### config.mk
export PLATFORM = sky130hd
export DESIGN_NAME = bright_spot_tracker
export DESIGN_NICKNAME = d
export VERILOG_FILES = /design/src/sv/bst_pkg.sv /design/src/sv/bst_div.sv /design/src/sv/bst_front.sv /design/src/sv/bst_queue.sv /design/src/sv/bst_back.sv /design/src/sv/bright_spot_tracker.sv
export SDC_FILE = /design/constraint.sdc
export NUM_CORES = 2
export LEC_CHECK = 0
export BUFFER_PORTS_ARGS = -buffer_cell sky130_fd_sc_hd__buf_2
export CAP_MARGIN = 20
export CORE_ASPECT_RATIO = 0.5
export CORE_UTILIZATION = 50
export CTS_CLUSTER_DIAMETER = 50
export DETAILED_ROUTE_END_ITERATION = 16
export PLACE_DENSITY = 0.66
export REMOVE_ABC_BUFFERS = 1
export SLEW_MARGIN = 20
export SYNTH_ARGS = -nofsm -noshare
export SYNTH_HDL_FRONTEND = slang
export SYNTH_SLANG_ARGS = --single-unit
### constraint.sdc
create_clock -name i_clk -period 12.9 [get_ports i_clk]
set_input_delay 1.935 -clock i_clk [delete_from_list [all_inputs] [get_ports i_clk]]
set_output_delay 1.935 -clock i_clk [all_outputs]
set_load 0.01 [all_outputs]
### src/sv/bst_pkg.sv
// Shared types, register codes and reset values for the bright spot tracker.
// Used by every module of the block but bst_div; depends on nothing.
package bst_pkg;

    localparam int QUEUE_DEPTH = 4;
    localparam int Q_PTR_W     = $clog2(QUEUE_DEPTH);
    localparam int Q_LVL_W     = $clog2(QUEUE_DEPTH + 1);

    localparam int DEF_FRAME_WIDTH  = 640;
    localparam int DEF_FRAME_HEIGHT = 480;

    localparam logic [7:0]  RST_BRIGHTNESS_FLOOR = 8'd200;
    localparam logic [3:0]  RST_AVERAGE_PERIOD   = 4'd5;
    localparam logic [11:0] RST_SCREEN_WIDTH     = 12'd1280;
    localparam logic [11:0] RST_SCREEN_HEIGHT    = 12'd760;

    localparam int CFG_IDX_W  = 2;
    localparam int CFG_DATA_W = 12;

    localparam logic [CFG_IDX_W-1:0] REG_BRIGHTNESS_FLOOR = 2'd0;
    localparam logic [CFG_IDX_W-1:0] REG_AVERAGE_PERIOD   = 2'd1;
    localparam logic [CFG_IDX_W-1:0] REG_SCREEN_WIDTH     = 2'd2;
    localparam logic [CFG_IDX_W-1:0] REG_SCREEN_HEIGHT    = 2'd3;

    typedef struct packed {
        logic [7:0] red;
        logic [7:0] green;
        logic [7:0] blue;
        logic [9:0] pixel_x;
        logic [8:0] pixel_y;
        logic       frame_end;
    } t_pixel;

    typedef struct packed {
        logic [9:0]  average_x;
        logic [8:0]  average_y;
        logic [11:0] screen_x;
        logic [11:0] screen_y;
        logic        spot_found;
    } t_result;

    typedef struct packed {
        logic [7:0]  brightness_floor;
        logic [3:0]  average_period;
        logic [11:0] screen_width;
        logic [11:0] screen_height;
    } t_cfg;

    // One record per completed frame, handed from the search to the averaging.
    typedef struct packed {
        logic       found;
        logic [9:0] cand_x;
        logic [8:0] cand_y;
    } t_frame_rec;

    typedef struct packed {
        logic full;
        logic empty;
    } t_queue_status;

    typedef enum logic [3:0] {
        BK_IDLE,
        BK_LX,
        BK_WX,
        BK_LY,
        BK_WY,
        BK_MAP,
        BK_SCALE,
        BK_OUT
    } t_back_state;

endpackage

### src/sv/bst_div.sv
// Restoring shift-and-subtract divider, one quotient bit per cycle.
// Used by bst_back for the two averages; no dependencies.
module bst_div #(
    parameter int DVD_W = 22,
    parameter int DVS_W = 10
) (
    input  logic             i_clk,
    input  logic             i_rst_n,
    input  logic             i_start,
    input  logic [DVD_W-1:0] i_dividend,
    input  logic [DVS_W-1:0] i_divisor,
    output logic             o_done,
    output logic [DVD_W-1:0] o_quotient
);

    localparam int CNT_W = $clog2(DVD_W + 1);

    logic             r_busy;
    logic             r_done;
    logic [CNT_W-1:0] r_cnt;
    logic [DVS_W-1:0] r_rem;
    logic [DVS_W-1:0] r_dvs;
    logic [DVD_W-1:0] r_quo;
    logic [DVS_W:0]   w_trial;
    logic             w_fits;

    assign w_trial = {r_rem, r_quo[DVD_W-1]};
    assign w_fits  = w_trial >= {1'b0, r_dvs};

    always_ff @(posedge i_clk) begin
        if (!i_rst_n) begin
            r_busy <= 1'b0;
            r_done <= 1'b0;
            r_cnt  <= '0;
        end else begin
            r_done <= r_busy && (r_cnt == CNT_W'(1));
            if (i_start) begin
                r_busy <= 1'b1;
                r_cnt  <= CNT_W'(DVD_W);
            end else if (r_busy) begin
                r_cnt <= r_cnt - CNT_W'(1);
                if (r_cnt == CNT_W'(1)) begin
                    r_busy <= 1'b0;
                end
            end
        end
    end

    always_ff @(posedge i_clk) begin
        if (i_start) begin
            r_quo <= i_dividend;
            r_rem <= '0;
            r_dvs <= i_divisor;
        end else if (r_busy) begin
            if (w_fits) begin
                r_rem <= DVS_W'(w_trial - {1'b0, r_dvs});
                r_quo <= {r_quo[DVD_W-2:0], 1'b1};
            end else begin
                r_rem <= w_trial[DVS_W-1:0];
                r_quo <= {r_quo[DVD_W-2:0], 1'b0};
            end
        end
    end

    assign o_done     = r_done;
    assign o_quotient = r_quo;

endmodule

### src/sv/bst_front.sv
// Pixel search: tracks the brightest qualifying pixel of the current frame
// and posts one record per frame into the queue. Depends on bst_pkg.
module bst_front (
    input  logic                i_clk,
    input  logic                i_rst_n,
    input  bst_pkg::t_cfg       i_cfg,
    input  logic                i_accept,
    input  bst_pkg::t_pixel     i_pixel,
    output logic                o_push,
    output bst_pkg::t_frame_rec o_rec
);
    import bst_pkg::*;

    logic [7:0] r_peak;
    logic       r_found;
    logic [9:0] r_cand_x;
    logic [8:0] r_cand_y;
    logic [7:0] w_bright;
    logic [7:0] w_level;
    logic       w_hit;

    always_comb begin
        w_bright = (i_pixel.red > i_pixel.green) ? i_pixel.red : i_pixel.green;
        if (i_pixel.blue > w_bright) begin
            w_bright = i_pixel.blue;
        end
    end

    // Until a pixel qualifies the live floor register is the bar to beat.
    assign w_level = r_found ? r_peak : i_cfg.brightness_floor;
    assign w_hit   = w_bright > w_level;

    always_ff @(posedge i_clk) begin
        if (!i_rst_n) begin
            r_found <= 1'b0;
            r_peak  <= RST_BRIGHTNESS_FLOOR;
        end else if (i_accept) begin
            if (i_pixel.frame_end) begin
                r_found <= 1'b0;
                r_peak  <= i_cfg.brightness_floor;
            end else if (w_hit) begin
                r_found <= 1'b1;
                r_peak  <= w_bright;
            end
        end
    end

    always_ff @(posedge i_clk) begin
        if (i_accept && w_hit) begin
            r_cand_x <= i_pixel.pixel_x;
            r_cand_y <= i_pixel.pixel_y;
        end
    end

    assign o_push       = i_accept && i_pixel.frame_end;
    assign o_rec.found  = r_found || w_hit;
    assign o_rec.cand_x = w_hit ? i_pixel.pixel_x : r_cand_x;
    assign o_rec.cand_y = w_hit ? i_pixel.pixel_y : r_cand_y;

endmodule

### src/sv/bst_queue.sv
// Short FIFO of frame records between the pixel search and the averaging.
// Depends on bst_pkg for the record type and depth.
module bst_queue (
    input  logic                   i_clk,
    input  logic                   i_rst_n,
    input  logic                   i_push,
    input  bst_pkg::t_frame_rec    i_rec,
    input  logic                   i_pop,
    output bst_pkg::t_frame_rec    o_rec,
    output bst_pkg::t_queue_status o_status
);
    import bst_pkg::*;

    t_frame_rec         r_entry [QUEUE_DEPTH];
    logic [Q_PTR_W-1:0] r_wr_ptr;
    logic [Q_PTR_W-1:0] r_rd_ptr;
    logic [Q_LVL_W-1:0] r_level;

    function automatic logic [Q_PTR_W-1:0] bump(input logic [Q_PTR_W-1:0] ptr);
        return (ptr == Q_PTR_W'(QUEUE_DEPTH - 1)) ? '0 : ptr + Q_PTR_W'(1);
    endfunction

    always_ff @(posedge i_clk) begin
        if (!i_rst_n) begin
            r_wr_ptr <= '0;
            r_rd_ptr <= '0;
            r_level  <= '0;
        end else begin
            if (i_push) begin
                r_wr_ptr <= bump(r_wr_ptr);
            end
            if (i_pop) begin
                r_rd_ptr <= bump(r_rd_ptr);
            end
            if (i_push && !i_pop) begin
                r_level <= r_level + Q_LVL_W'(1);
            end else if (i_pop && !i_push) begin
                r_level <= r_level - Q_LVL_W'(1);
            end
        end
    end

    always_ff @(posedge i_clk) begin
        if (i_push) begin
            r_entry[r_wr_ptr] <= i_rec;
        end
    end

    assign o_rec          = r_entry[r_rd_ptr];
    assign o_status.full  = r_level == Q_LVL_W'(QUEUE_DEPTH);
    assign o_status.empty = r_level == '0;

endmodule

### src/sv/bst_back.sv
// Averaging and screen mapping: takes one frame record at a time, updates the
// running sums and drives the result register. Depends on bst_pkg, bst_div.
module bst_back #(
    parameter int FRAME_WIDTH  = bst_pkg::DEF_FRAME_WIDTH,
    parameter int FRAME_HEIGHT = bst_pkg::DEF_FRAME_HEIGHT
) (
    input  logic                   i_clk,
    input  logic                   i_rst_n,
    input  bst_pkg::t_cfg          i_cfg,
    input  bst_pkg::t_queue_status i_q_status,
    input  bst_pkg::t_frame_rec    i_rec,
    output logic                   o_pop,
    output logic                   o_valid,
    input  logic                   i_ready,
    output bst_pkg::t_result       o_result
);
    import bst_pkg::*;

    localparam int FHW    = $clog2(FRAME_HEIGHT + 1);
    localparam int PRX_W  = 22;
    localparam int PRY_W  = FHW + 12;
    localparam int DVD_W  = 14;
    localparam int DVS_W  = 4;

    // Division by a frame dimension is a multiply by the reciprocal, rounded up,
    // followed by a shift; the shift is long enough to be exact for any product.
    localparam int RSX_SH = PRX_W + $clog2(FRAME_WIDTH);
    localparam int RSY_SH = PRY_W + $clog2(FRAME_HEIGHT);
    localparam int RCX_W  = PRX_W + 2;
    localparam int RCY_W  = PRY_W + 2;
    localparam int MX_W   = RSX_SH + PRX_W;
    localparam int MY_W   = RSY_SH + PRY_W;
    localparam logic [RCX_W-1:0] RCP_X =
        RCX_W'((64'd1 << RSX_SH) / 64'(FRAME_WIDTH) + 64'd1);
    localparam logic [RCY_W-1:0] RCP_Y =
        RCY_W'((64'd1 << RSY_SH) / 64'(FRAME_HEIGHT) + 64'd1);

    t_back_state r_state;
    t_back_state n_state;

    logic [9:0]       r_spot_x;
    logic [8:0]       r_spot_y;
    logic [13:0]      r_sum_x;
    logic [12:0]      r_sum_y;
    logic [3:0]       r_count;
    logic             r_found;
    logic [PRX_W-1:0] r_prod_x;
    logic [PRY_W-1:0] r_prod_y;
    logic [11:0]      r_scr_x;
    logic [11:0]      r_scr_y;
    logic             r_out_valid;
    t_result          r_out;

    logic             w_pop;
    logic             w_start;
    logic             w_load;
    logic [DVD_W-1:0] w_dividend;
    logic [DVS_W-1:0] w_divisor;
    logic             w_done;
    logic [DVD_W-1:0] w_quo;
    logic [9:0]       w_cx;
    logic [8:0]       w_cy;
    logic [3:0]       w_count_inc;
    logic [FHW-1:0]   w_dy;
    logic [PRX_W-1:0] w_prod_x;
    logic [PRY_W-1:0] w_prod_y;
    logic [MX_W-1:0]  w_mul_x;
    logic [MY_W-1:0]  w_mul_y;
    logic [PRX_W-1:0] w_quo_x;
    logic [PRY_W-1:0] w_quo_y;

    bst_div #(
        .DVD_W(DVD_W),
        .DVS_W(DVS_W)
    ) u_div (
        .i_clk     (i_clk),
        .i_rst_n   (i_rst_n),
        .i_start   (w_start),
        .i_dividend(w_dividend),
        .i_divisor (w_divisor),
        .o_done    (w_done),
        .o_quotient(w_quo)
    );

    always_comb begin
        n_state = r_state;
        case (r_state)
            BK_IDLE:  if (!i_q_status.empty) n_state = BK_LX;
            BK_LX:    n_state = BK_WX;
            BK_WX:    if (w_done) n_state = BK_LY;
            BK_LY:    n_state = BK_WY;
            BK_WY:    if (w_done) n_state = BK_MAP;
            BK_MAP:   n_state = BK_SCALE;
            BK_SCALE: n_state = BK_OUT;
            BK_OUT:   if (!r_out_valid || i_ready) n_state = BK_IDLE;
            default:  n_state = BK_IDLE;
        endcase
    end

    always_comb begin
        w_pop      = 1'b0;
        w_start    = 1'b0;
        w_load     = 1'b0;
        w_dividend = '0;
        w_divisor  = DVS_W'(1);
        case (r_state)
            BK_IDLE: w_pop = !i_q_status.empty;
            BK_LX: begin
                w_start    = 1'b1;
                w_dividend = DVD_W'(r_sum_x);
                w_divisor  = DVS_W'(r_count);
            end
            BK_LY: begin
                w_start    = 1'b1;
                w_dividend = DVD_W'(r_sum_y);
                w_divisor  = DVS_W'(r_count);
            end
            BK_OUT:  w_load = !r_out_valid || i_ready;
            default: w_pop = 1'b0;
        endcase
    end

    // A frame without a qualifying pixel contributes the previous average.
    assign w_cx        = i_rec.found ? i_rec.cand_x : r_spot_x;
    assign w_cy        = i_rec.found ? i_rec.cand_y : r_spot_y;
    assign w_count_inc = (r_count == 4'hF) ? 4'd1 : r_count + 4'd1;

    // Rows at or below the frame height map to the bottom edge, so the
    // multiplicand is forced to zero; otherwise the row fits in FHW bits.
    assign w_dy     = (32'(r_spot_y) >= FRAME_HEIGHT) ? '0
                      : FHW'(FRAME_HEIGHT) - FHW'(r_spot_y);
    assign w_prod_x = PRX_W'(r_spot_x) * PRX_W'(i_cfg.screen_width);
    assign w_prod_y = PRY_W'(w_dy) * PRY_W'(i_cfg.screen_height);

    assign w_mul_x  = MX_W'(r_prod_x) * MX_W'(RCP_X);
    assign w_mul_y  = MY_W'(r_prod_y) * MY_W'(RCP_Y);
    assign w_quo_x  = w_mul_x[RSX_SH +: PRX_W];
    assign w_quo_y  = w_mul_y[RSY_SH +: PRY_W];

    always_ff @(posedge i_clk) begin
        if (!i_rst_n) begin
            r_state  <= BK_IDLE;
            r_spot_x <= '0;
            r_spot_y <= '0;
            r_sum_x  <= '0;
            r_sum_y  <= '0;
            r_count  <= '0;
        end else begin
            r_state <= n_state;
            if (w_pop) begin
                r_sum_x <= r_sum_x + 14'(w_cx);
                r_sum_y <= r_sum_y + 13'(w_cy);
                r_count <= w_count_inc;
            end
            if (r_state == BK_WX && w_done) begin
                r_spot_x <= w_quo[9:0];
            end
            if (r_state == BK_WY && w_done) begin
                r_spot_y <= w_quo[8:0];
                if (r_count >= i_cfg.average_period) begin
                    r_count <= 4'd1;
                    r_sum_x <= 14'(r_spot_x);
                    r_sum_y <= 13'(w_quo[8:0]);
                end
            end
        end
    end

    always_ff @(posedge i_clk) begin
        if (w_pop) begin
            r_found <= i_rec.found;
        end
        if (r_state == BK_MAP) begin
            r_prod_x <= w_prod_x;
            r_prod_y <= w_prod_y;
        end
        if (r_state == BK_SCALE) begin
            r_scr_x <= (w_quo_x > PRX_W'(i_cfg.screen_width)) ? i_cfg.screen_width
                       : w_quo_x[11:0];
            r_scr_y <= (w_quo_y > PRY_W'(i_cfg.screen_height)) ? i_cfg.screen_height
                       : w_quo_y[11:0];
        end
        if (w_load) begin
            r_out.average_x  <= r_spot_x;
            r_out.average_y  <= r_spot_y;
            r_out.screen_x   <= r_scr_x;
            r_out.screen_y   <= r_scr_y;
            r_out.spot_found <= r_found;
        end
    end

    always_ff @(posedge i_clk) begin
        if (!i_rst_n) begin
            r_out_valid <= 1'b0;
        end else if (w_load) begin
            r_out_valid <= 1'b1;
        end else if (i_ready) begin
            r_out_valid <= 1'b0;
        end
    end

    assign o_pop    = w_pop;
    assign o_valid  = r_out_valid;
    assign o_result = r_out;

endmodule

### src/sv/bright_spot_tracker.sv
// Top level of the bright spot tracker: configuration registers, pixel search,
// frame record queue and averaging back end. Depends on bst_pkg and submodules.
//
//   Channel | Direction | Handshake                 | Payload
//   --------+-----------+---------------------------+------------------------
//   pixel   | in        | i_in_valid / o_in_ready   | i_in_pixel  (t_pixel)
//   result  | out       | o_out_valid / i_out_ready | o_out_result (t_result)
//   config  | in        | i_cfg_we (no wait)        | i_cfg_idx, i_cfg_data
//
// Pixels are taken one per cycle while the record queue has room; a frame end
// pixel posts a record, and the pixel search carries on at once.
// In the back end each frame record goes through the bit-serial divider, which
// forms both averages in turn over the 14-bit sum, and then the screen mapping,
// a reciprocal multiply registered in the BK_MAP and BK_SCALE states.
// A stalled result holds in the output register while pixels keep flowing;
// once four frame records are queued the pixel input stalls.
// Reset is synchronous and active low; there is no clearing pass.
module bright_spot_tracker #(
    parameter int FRAME_WIDTH  = bst_pkg::DEF_FRAME_WIDTH,
    parameter int FRAME_HEIGHT = bst_pkg::DEF_FRAME_HEIGHT
) (
    input  logic                            i_clk,
    input  logic                            i_rst_n,
    input  logic                            i_in_valid,
    output logic                            o_in_ready,
    input  bst_pkg::t_pixel                 i_in_pixel,
    output logic                            o_out_valid,
    input  logic                            i_out_ready,
    output bst_pkg::t_result                o_out_result,
    input  logic                            i_cfg_we,
    input  logic [bst_pkg::CFG_IDX_W-1:0]   i_cfg_idx,
    input  logic [bst_pkg::CFG_DATA_W-1:0]  i_cfg_data
);
    import bst_pkg::*;

    t_cfg          r_cfg;
    t_queue_status w_q_status;
    t_frame_rec    w_push_rec;
    t_frame_rec    w_pop_rec;
    logic          w_push;
    logic          w_pop;
    logic          w_accept;

    always_ff @(posedge i_clk) begin
        if (!i_rst_n) begin
            r_cfg.brightness_floor <= RST_BRIGHTNESS_FLOOR;
            r_cfg.average_period   <= RST_AVERAGE_PERIOD;
            r_cfg.screen_width     <= RST_SCREEN_WIDTH;
            r_cfg.screen_height    <= RST_SCREEN_HEIGHT;
        end else if (i_cfg_we) begin
            case (i_cfg_idx)
                REG_BRIGHTNESS_FLOOR: r_cfg.brightness_floor <= i_cfg_data[7:0];
                REG_AVERAGE_PERIOD:   r_cfg.average_period   <= i_cfg_data[3:0];
                REG_SCREEN_WIDTH:     r_cfg.screen_width     <= i_cfg_data;
                REG_SCREEN_HEIGHT:    r_cfg.screen_height    <= i_cfg_data;
                default:              r_cfg <= r_cfg;
            endcase
        end
    end

    assign o_in_ready = !w_q_status.full;
    assign w_accept   = i_in_valid && o_in_ready;

    bst_front u_front (
        .i_clk   (i_clk),
        .i_rst_n (i_rst_n),
        .i_cfg   (r_cfg),
        .i_accept(w_accept),
        .i_pixel (i_in_pixel),
        .o_push  (w_push),
        .o_rec   (w_push_rec)
    );

    bst_queue u_queue (
        .i_clk   (i_clk),
        .i_rst_n (i_rst_n),
        .i_push  (w_push),
        .i_rec   (w_push_rec),
        .i_pop   (w_pop),
        .o_rec   (w_pop_rec),
        .o_status(w_q_status)
    );

    bst_back #(
        .FRAME_WIDTH (FRAME_WIDTH),
        .FRAME_HEIGHT(FRAME_HEIGHT)
    ) u_back (
        .i_clk     (i_clk),
        .i_rst_n   (i_rst_n),
        .i_cfg     (r_cfg),
        .i_q_status(w_q_status),
        .i_rec     (w_pop_rec),
        .o_pop     (w_pop),
        .o_valid   (o_out_valid),
        .i_ready   (i_out_ready),
        .o_result  (o_out_result)
    );

    // The mapped coordinates never exceed the configured screen size.
    a_screen_x_clamped: assert property (@(posedge i_clk) disable iff (!i_rst_n)
        o_out_valid |-> o_out_result.screen_x <= r_cfg.screen_width)
        else $error("screen_x beyond screen width");

    a_screen_y_clamped: assert property (@(posedge i_clk) disable iff (!i_rst_n)
        o_out_valid |-> o_out_result.screen_y <= r_cfg.screen_height)
        else $error("screen_y beyond screen height");

    // A frame record is never written into a full queue, nor read from an empty one.
    a_no_overflow: assert property (@(posedge i_clk) disable iff (!i_rst_n)
        w_push |-> (!w_q_status.full || w_pop))
        else $error("frame record pushed into full queue");

    a_no_underflow: assert property (@(posedge i_clk) disable iff (!i_rst_n)
        w_pop |-> !w_q_status.empty)
        else $error("frame record popped from empty queue");

    a_reset_quiet: assert property (@(posedge i_clk)
        $past(!i_rst_n) |-> !o_out_valid)
        else $error("result valid straight after reset");

endmodule
==> impl_metrics.sql <==
INSERT INTO impl_metrics (metric_group, metric, value, unit) VALUES
('flow_run', 'maxCapViolations', '0', ''),
('final_layout', 'nets', '4288', ''),
('critical_path', 'critPathMaxStageDelay', '0.75', 'ns'),
('sta', 'clock_skew', '0.0290', 'ns'),
('synthesis', 'post_synth_num_cell_types', '69', ''),
('sta', 'setup_repair_after_global_routing_missed_its_margin', 'false', ''),
('sta', 'final.setup.tns', '0', 'ns'),
('critical_path', 'worst-endpoint-arrival', '9.11', 'ns'),
('critical_path', 'worst_ep_required_time', '13.22', 'ns'),
('synthesis', 'post_synth_xor_area_fraction', '2.11', '%'),
('synthesis', 'ys_dominant_reg_cell', 'edfxtp_1', ''),
('routing', 'total_wire_length', '76200', 'µm'),
('grt', 'initial_antenna_violation_count', '0', ''),
('final_layout', 'fillerInstances', '5844', ''),
('sta', 'hold_violations_final', '0', ''),
('clock_network', 'postCtsSetupBuffers', '0', ''),
('placed_design', 'count_of_input_and_output_buffers', '108', ''),
('synthesis', 'synthAdderAreaFrac', '40.6', '%'),
('synthesis', 'synth_simple_gate_area_share', '9.57', '%'),
('critical_path', 'cp_max_fo', '12', ''),
('routing', 'detail_route.wl_per_cell', '17.9', 'µm'),
('critical_path', 'crit_slowest_cell', 'a211oi_1', ''),
('clock_network', 'clk_path_buf_depth', '3', ''),
('synthesis', 'postSynthRegisterBits', '347', ''),
('routing', 'drcViolationCount', '0', ''),
('floorplanning', 'initial_core_util', '50.7', '%'),
('floorplanning', 'core', '67100', 'µm²'),
('floorplanning', 'io_pins', '109', ''),
('critical_path', 'cp-start-kind', 'flip-flop', ''),
('grt', 'overflow', '0', ''),
('critical_path', 'start_of_the_worst_register_to_register_path', 'u_back.r_prod_x[5]', ''),
('min_path', 'hold_start', 'u_back.r_scr_x[7]', ''),
('outcome', 'outcome', 'finished, final reports clean', ''),
('synthesis', 'synth_top_area_share', '20.9', '%'),
('clock_network', 'clock-sinks', '347', ''),
('min_path', 'hold_depth', '0', ''),
('synthesis', 'syn_inst', '3256', ''),
('sta', 'final-max-slew-violation-count', '0', ''),
('synthesis', 'synth.area.top_cells', 'fa_1, edfxtp_1, ha_1, dfxtp_1, inv_1', ''),
('synthesis', 'netlist.top_cell.by_area', 'fa_1', ''),
('critical_path', 'timing_worst_setup_path_type', 'flip-flop to flip-flop', ''),
('critical_path', 'regToRegEndpoint', 'u_back.r_scr_x[10]', ''),
('sta', 'timing_worst_slew_pin_value', '1.12', 'ns'),
('sta', 'layout_worst_path_cycle_share', '68.1', '%'),
('clock_network', 'cts_hold_repair.buffers', '0', ''),
('clock_network', 'clk-insertion-delay-late', '0.60', 'ns'),
('critical_path', 'setup.worst_path.end_class', 'flip-flop', ''),
('sta', 'report.final.setup_viol', '0', ''),
('routing', 'dr.pass1.iters', '7', ''),
('synthesis', 'syn-cell-area', '34000', 'µm²'),
('grt', 'first_pass_grt_wire_length', '125000', 'µm'),
('final_layout', 'utilization', '54.9', '%'),
('routing', 'final_ant_viol_nets', '0', ''),
('clock_network', 'postCtsResizedCells', '0', ''),
('pwr', 'power_per_cell_area', '135', 'nW/µm²'),
('pwr', 'p_leak', '17.8', 'nW'),
('routing', 'detail_route.iter0.violations', '1111', ''),
('synthesis', 'yosys_warnings', '0', ''),
('final_layout', 'stdcell_count', '4266', ''),
('floorplanning', 'dieHeight', '186', 'µm'),
('floorplanning', 'fp.dieArea', '69200', 'µm²'),
('final_layout', 'synthToLayoutAreaGrowth', '8.36', '%'),
('sta', 'post-route-worst-setup-slack', '4.11', 'ns'),
('grt', 'grt_usage', '22.7', '%'),
('synthesis', 'synth-seq-area-share', '27.2', '%'),
('routing', 'avgViaCountPerCell', '5.29', ''),
('clock_network', 'cts_buffers', '41', ''),
('synthesis', 'syn_avg_cell_area', '10.4', 'µm²'),
('sta', 'fin_crit', '8.79', 'ns'),
('clock_network', 'h-tree-depth', '2', ''),
('synthesis', 'synth-compound-area-share', '7.83', '%');
worst reg2reg max path, delay by kind of cell, from the launching register on:
family,cells,cell delay (ns)
flops,1,0.48
simple gates,2,0.47
compound gates,10,2.40
mux,1,0.41
fa+ha+maj,9,4.17
xor+xnor,1,0.22
buf+inv,6,0.39
routing by layer:
layer  global-route usage, %  vias to the layer above  share of wire (%)
met5                       0                        -                  0
met4                    5.89                        0                2.2
met3                    2.65                       95                4.2
met2                    38.3                      409                 47
met1                    31.1                    11100                 46
li1                        -                    11000                  -
cells in the final DEF (no fill, tap or decap), drive strengths merged, types with 37 or more instances in the layout:
master,n
buf,128
nand2,322
and2,72
dfxtp,118
o21ai,77
a21boi,46
inv,626
fa,356
a21oi,105
nor3,46
nor2b,37
nor2,88
mux2,57
ha,534
mux2i,53
edfxtp,229
clkbuf,52
xnor2,56
registers in the layout (all words and copies together) (netlist names), 8 cells and up, named ones only:
signal and flops:
u_queue.r_entry 80, u_back.o_result 44, r_cfg 36, u_back.r_prod_x 22
u_back.r_prod_y 21, u_back.r_sum_x 14, u_back.u_div.o_quotient 14, u_back.r_sum_y 13
u_back.r_scr_x 12, u_back.r_scr_y 12, u_back.r_spot_x 10, u_front.r_cand_x 10
u_back.r_spot_y 9, u_front.r_cand_y 9, u_front.r_peak 8
layout make-up:
| type | count | area [µm²] | area share (%) |
|---|---|---|---|
| well taps | 897 | 1120 | 3.04 |
| repair buffers | 128 | 691 | 1.87 |
| multi-input cells | 2197 | 22100 | 60.0 |
| inverters | 620 | 2330 | 6.31 |
| diodes | 1 | 2.50 | 0.00679 |
| clock inverters | 24 | 255 | 0.692 |
| flip-flops and latches | 347 | 9240 | 25.1 |
| clock buffers | 52 | 1100 | 2.98 |
where the power goes:
group	total, mW	switching, mW	internal (mW)
registers	1.48	0.111	1.37
logic	2.36	1.35	1.01
clock network	1.14	0.499	0.643
synth_stat cells, drive strengths merged (4+ instances only):
library cell  count
xnor2            56
nor3b             8
o31ai             6
fa              356
o21ai            77
nand2b           15
o21bai           11
mux2i            53
mux4             20
nor2             88
a21boi           46
and2             72
inv             620
a21oi           105
or3               7
nand4            18
or2               7
edfxtp          229
mux2             57
xor2             26
and3             29
o311ai            6
a31oi            15
o211ai           24
nor2b            37
a311oi            4
nor3             46
nand3            33
nand2           322
o41ai             4
dfxtp           118
a211oi           13
a21o             34
ha              534
buf              10
o21a             18
clkbuf           82
o211a            15
kinds of logic after synthesis:
| logic type | after synthesis |
|---|---|
| fa+ha+maj | 890 |
| buf+inv | 712 |
| simple gates | 695 |
| compound gates | 400 |
| flops | 347 |
| mux | 130 |
| xor+xnor | 82 |
how the worst max path moves through the flow:
| stage | startpoint | cells after the start | slack (ns) | to |
|---|---|---|---|---|
| floorplan | u_back.r_prod_x[20] | 30 | 5.11 | u_back.r_scr_x[10] |
| global placement | i_in_pixel[29] | 27 | 4.31 | u_front.r_cand_y[6] |
| detailed placement | i_in_pixel[29] | 27 | 4.08 | u_front.r_cand_y[6] |
| CTS | u_back.r_prod_x[5] | 29 | 4.16 | u_back.r_scr_x[10] |
| global route | u_back.r_prod_x[5] | 31 | 3.51 | u_back.r_scr_x[10] |
| finish | u_back.r_prod_x[5] | 29 | 4.11 | u_back.r_scr_x[10] |
per-stage QoR:
step	instance area, µm²	hold slack [ns]	power [mW]
global route	36900	0.435	5.41
CTS	36900	0.421	5.01
finish	36900	0.422	4.98
global placement	35500	0.412	3.77
floorplan	33700	0.400	3.22
detailed placement	35500	0.406	3.84
No activity file was read; power rests on OpenSTA's default activity.
